==> src/rtl/transformed_mesh_aabb_defines.svh <==
// Assertion macros for the transformed mesh bounding box block.
// Used by files that check their own logic; depends on clk and rst_n in scope.
`ifndef TRANSFORMED_MESH_AABB_DEFINES_SVH
`define TRANSFORMED_MESH_AABB_DEFINES_SVH

// same-cycle implication, gated by reset
`define TMA_ASSERT_IMP(lbl, ante, cons) \
  lbl: assert property (@(posedge clk) disable iff (!rst_n) (ante) |-> (cons)) \
    else $error("transformed_mesh_aabb: check failed");

// next-cycle implication, gated by reset
`define TMA_ASSERT_NEXT(lbl, ante, cons) \
  lbl: assert property (@(posedge clk) disable iff (!rst_n) (ante) |=> (cons)) \
    else $error("transformed_mesh_aabb: check failed");

`endif

==> src/rtl/tma_pkg.sv <==
// Shared types and constants for the transformed mesh bounding box block.
// No dependencies.
package tma_pkg;

  localparam int TMA_COORD_BITS = 32;   // default bound width
  localparam int VAL_W          = 32;   // input coordinate / entry width
  localparam int ROT_W          = 16;   // Q1.14 matrix entry
  localparam int OUT_W          = 32;   // result field width
  localparam int PROD_W         = ROT_W + VAL_W;   // one exact product
  localparam int SUM_W          = PROD_W + 2;      // three products
  localparam int FRAC_DROP      = 14;              // Q16.30 -> Q16.16
  localparam int RND_W          = SUM_W - FRAC_DROP;
  localparam int EXT_W          = 49;   // covers rounded sum + offset and widest bound
  localparam int QDEPTH         = 4;

  localparam logic [1:0] ROW_INVALID = 2'd3;

  typedef enum logic [0:0] {
    CMD_VERTEX = 1'b0,
    CMD_POSE   = 1'b1
  } cmd_t;

  typedef struct packed {
    logic [0:0]              op;
    logic [1:0]              row_sel;
    logic signed [VAL_W-1:0] val_a;
    logic signed [VAL_W-1:0] val_b;
    logic signed [VAL_W-1:0] val_c;
    logic signed [VAL_W-1:0] offset;
    logic [0:0]              last;
  } in_item_t;

  typedef struct packed {
    logic signed [OUT_W-1:0] min_x;
    logic signed [OUT_W-1:0] min_y;
    logic signed [OUT_W-1:0] min_z;
    logic signed [OUT_W-1:0] max_x;
    logic signed [OUT_W-1:0] max_y;
    logic signed [OUT_W-1:0] max_z;
  } out_item_t;

  // one queued request, already classified
  typedef struct packed {
    cmd_t                    cmd;
    logic [1:0]              row;
    logic signed [VAL_W-1:0] val_a;
    logic signed [VAL_W-1:0] val_b;
    logic signed [VAL_W-1:0] val_c;
    logic signed [VAL_W-1:0] offset;
    logic                    last;
  } q_entry_t;

  typedef struct packed {
    logic full;
    logic empty;
  } q_stat_t;

endpackage

==> src/rtl/tma_queue.sv <==
// Small FIFO between front and back end.
// Depends on tma_pkg.
module tma_queue
  import tma_pkg::*;
(
  input  logic     clk,
  input  logic     rst_n,
  input  logic     push,
  input  q_entry_t wr_entry,
  input  logic     pop,
  output q_entry_t rd_entry,
  output q_stat_t  stat
);

  localparam int PTR_W = $clog2(QDEPTH);
  localparam int CNT_W = $clog2(QDEPTH + 1);

  q_entry_t         mem_r [QDEPTH];
  logic [PTR_W-1:0] wptr_r, wptr_nxt;
  logic [PTR_W-1:0] rptr_r, rptr_nxt;
  logic [CNT_W-1:0] count_r, count_nxt;

  always_comb begin
    wptr_nxt  = push ? wptr_r + PTR_W'(1) : wptr_r;
    rptr_nxt  = pop  ? rptr_r + PTR_W'(1) : rptr_r;
    count_nxt = count_r;
    case ({push, pop})
      2'b10:   count_nxt = count_r + CNT_W'(1);
      2'b01:   count_nxt = count_r - CNT_W'(1);
      default: count_nxt = count_r;
    endcase
  end

  always_ff @(posedge clk) begin
    if (!rst_n) begin
      wptr_r  <= '0;
      rptr_r  <= '0;
      count_r <= '0;
    end else begin
      wptr_r  <= wptr_nxt;
      rptr_r  <= rptr_nxt;
      count_r <= count_nxt;
    end
  end

  always_ff @(posedge clk) begin
    if (push) begin
      mem_r[wptr_r] <= wr_entry;
    end
  end

  assign rd_entry   = mem_r[rptr_r];
  assign stat.full  = (count_r == CNT_W'(QDEPTH));
  assign stat.empty = (count_r == '0);

endmodule

==> config.mk <==
export PLATFORM = sky130hd
export DESIGN_NAME = tma_queue
export DESIGN_NICKNAME = d
export VERILOG_FILES = /design/src/rtl/transformed_mesh_aabb_defines.svh /design/src/rtl/tma_pkg.sv /design/src/rtl/tma_queue.sv
export SDC_FILE = /design/constraint.sdc
export NUM_CORES = 1
export LEC_CHECK = 0
export BUFFER_PORTS_ARGS = -buffer_cell sky130_fd_sc_hd__buf_4
export CELL_PAD_IN_SITES_DETAIL_PLACEMENT = 1
export CELL_PAD_IN_SITES_GLOBAL_PLACEMENT = 2
export CORE_MARGIN = 4
export CORE_UTILIZATION = 49
export CTS_CLUSTER_SIZE = 28
export DETAILED_ROUTE_END_ITERATION = 7
export PLACE_DENSITY = 0.82
export SLEW_MARGIN = 30
export SYNTH_ARGS = -nofsm -noshare
export SYNTH_HDL_FRONTEND = slang
export SYNTH_SLANG_ARGS = --single-unit
export TNS_END_PERCENT = 5
==> constraint.sdc <==
create_clock -name clk -period 8.1 [get_ports clk]
set_clock_uncertainty 0.15 [all_clocks]
set_input_delay 0.405 -clock clk [delete_from_list [all_inputs] [get_ports clk]]
set_output_delay 0.405 -clock clk [all_outputs]
set_load 0.05 [all_outputs]
==> impl_results.md, run 1 <==
- Crit-path leading delay family: buffers and inverters
- Drt total wl: approximately 43000 microns
- Fmax achieved: ~0.29 GHz
- Nets: roughly 1300
- Initial antenna violation count: 0
- Final slew viol count: 0
- Clock transition at the registers of the reported paths: ~0.060 ns
- FFs w/ async S/R, synth: 0%
- Slew headroom: between 30% and 40%
- Mean Syn Cell Area: ~26 sq um
- Syn Nets: slightly below 900
- FF+latch count, synth: about 540
- TNS Setup: 0 ns
- Sink Count: approximately 540
- Main area contributors after synthesis: edfxtp_1 (81%), mux4_2 (15%), dfxtp_1 (0.92%)
- RSZ-0062 raised after global routing: no
- Unique masters post-synth: 20
- Gpl congestion: a little under 0.7
- Layout Cells excl Fill: 1742
- Utilization after layout: between 60 and 70%
- Hold Crit Class: flip-flop to flip-flop
- CTS buffer count: between 50 and 60
- Critical path's slowest cell: buf_4
- Slew @ Worst Pin: roughly 0.95 ns
- ANT nets after route: 0
- Main synth FF type: edfxtp_1
- Final setup viols: 0
- Number of flops mapped to enable cells by yosys: 528
- P_int: ~4900 uW
- First-pass iteration count of the detailed router: 5
- CP Max Fanout: 39
- Clock root buffer: clkbuf_16
- Post-synthesis cell area: 19500 sq um
- Layout area overhead: 29.0%
- CTS resizes: 0
- Type of origin of the critical path: flip-flop
- Power Density: approximately 260 nW/um^2
- Crit-path cells: buf_4 -> mux4_2 -> buf_4
- CP endpoint kind: output port
- First DRT Iteration DRCs: roughly 670
- Status: finished, final reports clean
- Total Power: between 6000 and 7000 uW
- CTS tree: built
- Hold_ws: 0.370 ns
- Worst-skew pair later-pin latency: roughly 0.58 ns
- Overall Global Routing Usage: 20.3%
- Total core area: roughly 39000 sq um
- Switching share of power: 25.6%
- Flop pwr share: 48.8%
- Routed vias/inst: approximately 5.4
- Yosys top cell by area: edfxtp_1
- Grt ovf: 0
- Crit share post-route: a little over two fifths
- Arr. time, crit path: between 2 and 3 ns
- Most frequent cell after synthesis: edfxtp_1
- CTS max path bufs: 3
- Sequential area share after synthesis: approximately 82%
- Maxcap violations: 0
- Share of the synthesized area in the top cell type: between 80% and 90%
- Buffers and inverters on the worst path: 2
- Crit-path most repeated cell: buf_4
- Post-Synthesis Cells: roughly 740
- Leak pwr: between 0.008 and 0.009 uW
- Slowest stage delay, CP: 0.73 ns
- Vias: a little over 9000
- Drt wl/cell: around 25 microns
- Starting density of the core: around half
- Detail Placement HPWL: approximately 25000 microns
- Hold Fails Final Rpt: 0
- Gate power share: ~16%
- # DRC: 0
- Dpl cells: between 1500 and 2000
- IO buf count: between 200 and 300
- Die span in x: just over 200 microns
- Fill count: 3144
- Full die area: between 40000 and 50000 sq um
- Worst Path Required: approximately 7.6 ns
- Worst VDD drop: a little under 0.0002 V
- Antenna cell count: 0
- Kind of critical path: flip-flop to output port
- Row Count: around 70
- First-pass GRT wire length: about 67000 microns
- Tmin final: 3.48 ns
- Chip height: roughly 210 microns
- Vias in the first global route: ~10000
- CTS H-Tree Depth: 2
- Commonest cells in the netlist: edfxtp_1 (528), mux4_2 (132), buf_2 (15), and2_1 (10), buf_6 (10)
- Syn. warnings: 0
- I/O pin cnt: 270
- Largest net degree at the start of global routing: 64
- Clock power share: a little over a third
- Layout cells sized above 1: between 40% and 50%
- Psw: 1700 uW
-- flip-flops by register name (all words and copies together) (netlist names), named ones only --
register,count
rptr_r,2
mem_r,528
wptr_r,2
count_r,3
-- final timing paths --
check | start | to | depth (start not counted) | slack, ns
hold reg to reg | count_r[2]$_SDFFE_PN0P_ | count_r[2]$_SDFFE_PN0P_ | 2 | 0.37
setup / recovery | flip-flop | rd_entry[1] | 3 | 4.62
hold / removal | count_r[2]$_SDFFE_PN0P_ | count_r[2]$_SDFFE_PN0P_ | 2 | 0.37
setup reg to reg | wptr_r[0]$_SDFFE_PN0P_ | mem_r[2][131]$_DFFE_PP_ | 4 | 5.61
-- cell usage in the layout (no fill, tap or decap), types with 4 or more instances in the layout --
cell type / instances
clkinv_1: 18
dfxtp_1: 7
clkbuf_16: 55
dlygate4sd3_1: 136
edfxtp_1: 528
buf_4: 280
clkbuf_1: 12
inv_1: 6
and2_1: 6
bufinv_16: 4
and2_4: 4
ha_1: 5
clkinv_2: 6
mux4_2: 132
-- per-stage QoR --
step | instance area (sq um) | setup WS (ns)
detailed placement | 22100 | 5.15
CTS | 25100 | 4.48
finish | 25100 | 4.62
floorplan | 19500 | 3.88
global route | 25100 | 4.32
global placement | 22100 | 4.81
-- kinds of logic (layout without fill, tap and decap cells) --
| group | Yosys count | count (layout) | synth area share [%] |
|---|---|---|---|
| DFF | 537 | 537 | 82.3 |
| AOI/OAI and AO/OA | 3 | 3 | 0.0899 |
| adders and majority gates | 6 | 6 | 0.424 |
| and+or+nand+nor | 16 | 16 | 0.482 |
| buffers and inverters | 36 | 524 | 1.18 |
| xor gates and xnor gates | 5 | 5 | 0.225 |
| muxes | 133 | 133 | 15.3 |
-- routing by layer --
layer / global-route usage (%) / share of wire [%] / up-vias
li1: - / - / 4057
met1: 27.3 / 40 / 4875
met2: 34.0 / 52 / 329
met3: 5.06 / 6.6 / 61
met4: 5.34 / 2.1 / 0
met5: 0 / 0 / -
-- repair_timing --
action / in CTS / in global routing
hold buffers: 136 / 0
hold endpoints to repair: 537 / 0
setup buffers: 0 / 0
-- layout make-up --
class | count | area [sq um] | area share [%]
flip-flops and latches | 537 | 16000 | 63.8
repair buffers | 419 | 3520 | 14.0
well taps | 518 | 648 | 2.58
clock buffers | 67 | 1420 | 5.65
clock inverters | 32 | 250 | 0.995
multi-input cells | 163 | 3230 | 12.9
inverters | 6 | 22.5 | 0.0896
-- worst register-to-register path: cells and delay by family, from the launching register on --
family | cells | cell delay, ns
flops | 1 | 0.35
fa+ha+maj | 1 | 0.14
simple gates | 1 | 0.52
buf+inv | 2 | 0.84
-- power by group through the flow --
stage	Combinational (uW)	Clock, uW	Sequential (uW)
2_1_floorplan	671	0	3290
3_3_place_gp	965	0	3290
3_5_place_dp	984	0	3300
4_1_cts	1050	2400	3240
5_1_grt	1090	2550	3250
6_report	1040	2360	3240
Note: power is estimated with default switching activity, not from simulation.
==> run 2, diff against run 1 <==
--- a/config.mk
+++ b/config.mk
@@ -9,10 +9,10 @@
 export CELL_PAD_IN_SITES_DETAIL_PLACEMENT = 1
 export CELL_PAD_IN_SITES_GLOBAL_PLACEMENT = 2
 export CORE_MARGIN = 4
-export CORE_UTILIZATION = 49
+export CORE_UTILIZATION = 45
 export CTS_CLUSTER_SIZE = 28
 export DETAILED_ROUTE_END_ITERATION = 7
-export PLACE_DENSITY = 0.82
+export PLACE_DENSITY = 0.76
 export SLEW_MARGIN = 30
 export SYNTH_ARGS = -nofsm -noshare
 export SYNTH_HDL_FRONTEND = slang
==> constraint.sdc (replaced) <==
create_clock -name clk -period 3.54 [get_ports clk]
set_clock_uncertainty 0.15 [all_clocks]
set_input_delay 0.177 -clock clk [delete_from_list [all_inputs] [get_ports clk]]
set_output_delay 0.177 -clock clk [all_outputs]
set_load 0.05 [all_outputs]
==> run 2 against run 1 <==
Effect of this change:
- sequential share of layout area decreased by 0.56 points
- core utilization decreased by 4.7 points
- hold slack got worse by 0.18 ns
- clock-buffer cell count increased by 3
- critical path depth unchanged
- power increased by 130%
- flip-flop and latch count unchanged
- clock power increased by 130%
- final area increased by 0.89%
- register-to-register slack got worse by 4.2 ns
- combinational power increased by 130%
- critical path type unchanged
==> impl_results.md, run 2 (synthesis gave the netlist of run 1 again) <==
- Clock root buffer: clkbuf_16
- Clock transition at the registers of the reported paths: 0.06 ns (about the same)
- Power Density: 601 nW/um^2 (+130%)
- Row Count: 75 (+4.2%)
- Gpl congestion: 0.714 (+2.4%)
- Worst-skew pair later-pin latency: 0.58 ns (about the same)
- Largest reg by FF count: mem_r
- Crit share post-route: between 70 and 80%
- Hold Crit Class: primary input to flip-flop
- Dpl cells: 1569 (+4.1%)
- RR Endpoint: mem_r[0][17]$_DFFE_PP_
- Slowest stage delay, CP: 0.76 ns (+0.03 ns)
- Detail Placement HPWL: 24600 microns (+0.42%)
- Kind of critical path: flip-flop to output port
- Launch point of the worst reg-to-reg path: wptr_r[0]$_SDFFE_PN0P_
- Setup bufs post-CTS: 0 (unchanged)
- Layout Cells excl Fill: 1803 (+3.5%)
- ANT nets after route: 0 (unchanged)
- Worst hold start: wr_entry[58]
- Sink Count: 537 (unchanged)
- CTS max path bufs: 3 (unchanged)
- CTS H-Tree Depth: 2 (unchanged)
- Routed vias/inst: 5.14 (-3.9%)
- Clock power share: 35.7% (+0.2 points)
- Final setup viols: 0 (unchanged)
- Final slew viol count: 0 (unchanged)
- CP Max Fanout: 42 (+7.7%)
- Vias in the first global route: 10400 (+0.019%)
- IO buf count: 269 (unchanged)
- Largest net degree at the start of global routing: 59 (-7.8%)
- I/O pin cnt: 270 (unchanged)
- M2 GR Usage: 29.7% (-4.3 points)
- Crit-path most repeated cell: buf_4
- RSZ-0062 raised after global routing: no
- Slew headroom: 54.3% (+18 points)
- R2R setup slack: 1.44 ns (-4.17 ns)
- Chip height: 216 microns (+4.2%)
- Layout area overhead: 30.2%
- Drt wl/cell: 23.1 microns (-6.7%)
- Nets: 1326 (+0.23%)
- P_int: 11400 uW (+130%)
- Full die area: 46700 sq um (+8.5%)
- Gate power share: 15.7% (about the same)
- Grt ovf: 0 (unchanged)
- Overall Global Routing Usage: 17.9% (-2.4 points)
- Met3 Use GR: 4.38% (-0.68 points)
- Maxcap violations: 0 (unchanged)
- Psw: 3850 uW (+130%)
- Flop pwr share: 48.6% (-0.2 points)
- Starting density of the core: 45.9% (-4.0 points)
- Initial antenna violation count: 2 (+2)
- Leak pwr: 0.00859 uW (+0.62%)
- Most frequent cells in the layout: edfxtp_1 (528), buf_4 (274), dlygate4sd3_1 (136), mux4_2 (132), clkbuf_16 (55)
- Most common cell after layout, fill and taps aside: edfxtp_1
- Worst VDD drop: 0.000392 V (+100%)
- Hold Fails Final Rpt: 0 (unchanged)
- Total Power: 15200 uW (+130%)
- CTS buffer count: 54 (unchanged)
- Slew @ Worst Pin: 0.686 ns (-0.268 ns)
- Largest register FFs: 528 (unchanged)
- Switching share of power: 25.2% (-0.32 points)
- Hold Path Cell Cnt: 2 (unchanged)
- GRT busiest layer: met2
- Top Registers: mem_r (528), count_r (3)
- Type of origin of the critical path: flip-flop
- Worst hold endpoint: mem_r[2][58]$_DFFE_PP_
- Vias: 9272 (-0.54%)
- # DRC: 0 (unchanged)
- Total core area: 42400 sq um (+8.7%)
- Critical path's slowest cell: dfxtp_4
- Status: finished, final reports clean
- Cells on worst reg2reg path: 4 (unchanged)
- Worst Path Required: 3.21 ns (-4.34 ns)
- Drt total wl: 41700 microns (-3.5%)
- First-pass GRT wire length: 64100 microns (-3.9%)
- Arr. time, crit path: 2.43 ns (-0.50 ns)
- Crit-path cells: buf_4 -> mux4_2 -> buf_4
- Tmin final: about 2.8 ns
- Met1 Use GR: 24.1% (-3.1 points)
- Layout cells sized above 1: 40.1% (+0.049 points)
- First-pass iteration count of the detailed router: 5 (unchanged)
- CP endpoint kind: output port
- CTS tree: built
- First DRT Iteration DRCs: 556 (-16%)
- Fmax achieved: 0.363 GHz
- Die span in x: 216 microns (+4.2%)
[run 2: changes by cell type in the layout (fill, tap and decap cells not counted)]
cell / delta
buf_16: -1
buf_6: -1
clkinvlp_4: -2
clkbuf_1: +3
clkinv_2: -1
clkinv_1: -3
buf_12: +11
diode_2: +1
bufinv_16: +1
buf_4: -6
[run 2: layout make-up]
class / instances / area, sq um
inverters: 6 / 22.5
clock buffers: 70 / 1430
clock inverters: 27 / 249
flip-flops and latches: 537 / 16000
fillers: 3598 / 17100
diodes: 1 / 2.50
repair buffers: 422 / 3660
well taps: 577 / 722
multi-input cells: 163 / 3230
[run 2: worst max-delay path: cells and delay by family, from the launching register on]
family	cells	cell delay, ns
flops	1	0.76
mux	1	0.36
buf+inv	2	0.64
[run 2: worst max path at each step]
stage	endpoint	slack, ns	cells after the start
final	rd_entry[6]	0.79	3
after global routing	rd_entry[106]	0.62	3
after CTS	rd_entry[106]	0.67	3
after detailed placement	rd_entry[106]	1.32	3
after global placement	rd_entry[75]	1.35	3
after floorplan	mem_r[2][0]$_DFFE_PP_	-0.68	3
[run 2: through the flow]
| step | TNS [ns] | util (%) | cell area, sq um | setup slack, ns | hold slack, ns |
|---|---|---|---|---|---|
| after floorplan | -266.12 | - | 19500 | -0.684 | 0.126 |
| after global placement | 0 | 52.6 | 22300 | 1.35 | 0.227 |
| after detailed placement | 0 | 52.6 | 22300 | 1.32 | 0.231 |
| after CTS | 0 | 59.8 | 25400 | 0.668 | 0.139 |
| after global routing | 0 | 59.8 | 25400 | 0.622 | 0.156 |
| final | 0 | 59.8 | 25400 | 0.786 | 0.187 |
[run 2: power groups by stage]
stage               clock, uW  combinational (uW)  sequential (uW)
global route             5900                2510             7430
detailed placement          0                2290             7550
floorplan                   0                1540             7510
finish                   5450                2390             7410
CTS                      5600                2420             7410
global placement            0                2270             7520
[run 2: metal layers]
metal | vias to the layer above | wire, microns
met2 | 276 | 21100
met4 | 2 | 899
met1 | 4862 | 17000
met5 | - | 13
met3 | 62 | 2750
li1 | 4070 | -
[run 2: timing repair]
item                      4_1_cts  5_1_grt
hold buffers                  136        0
resized for setup               0        0
hold endpoints to repair      537        0
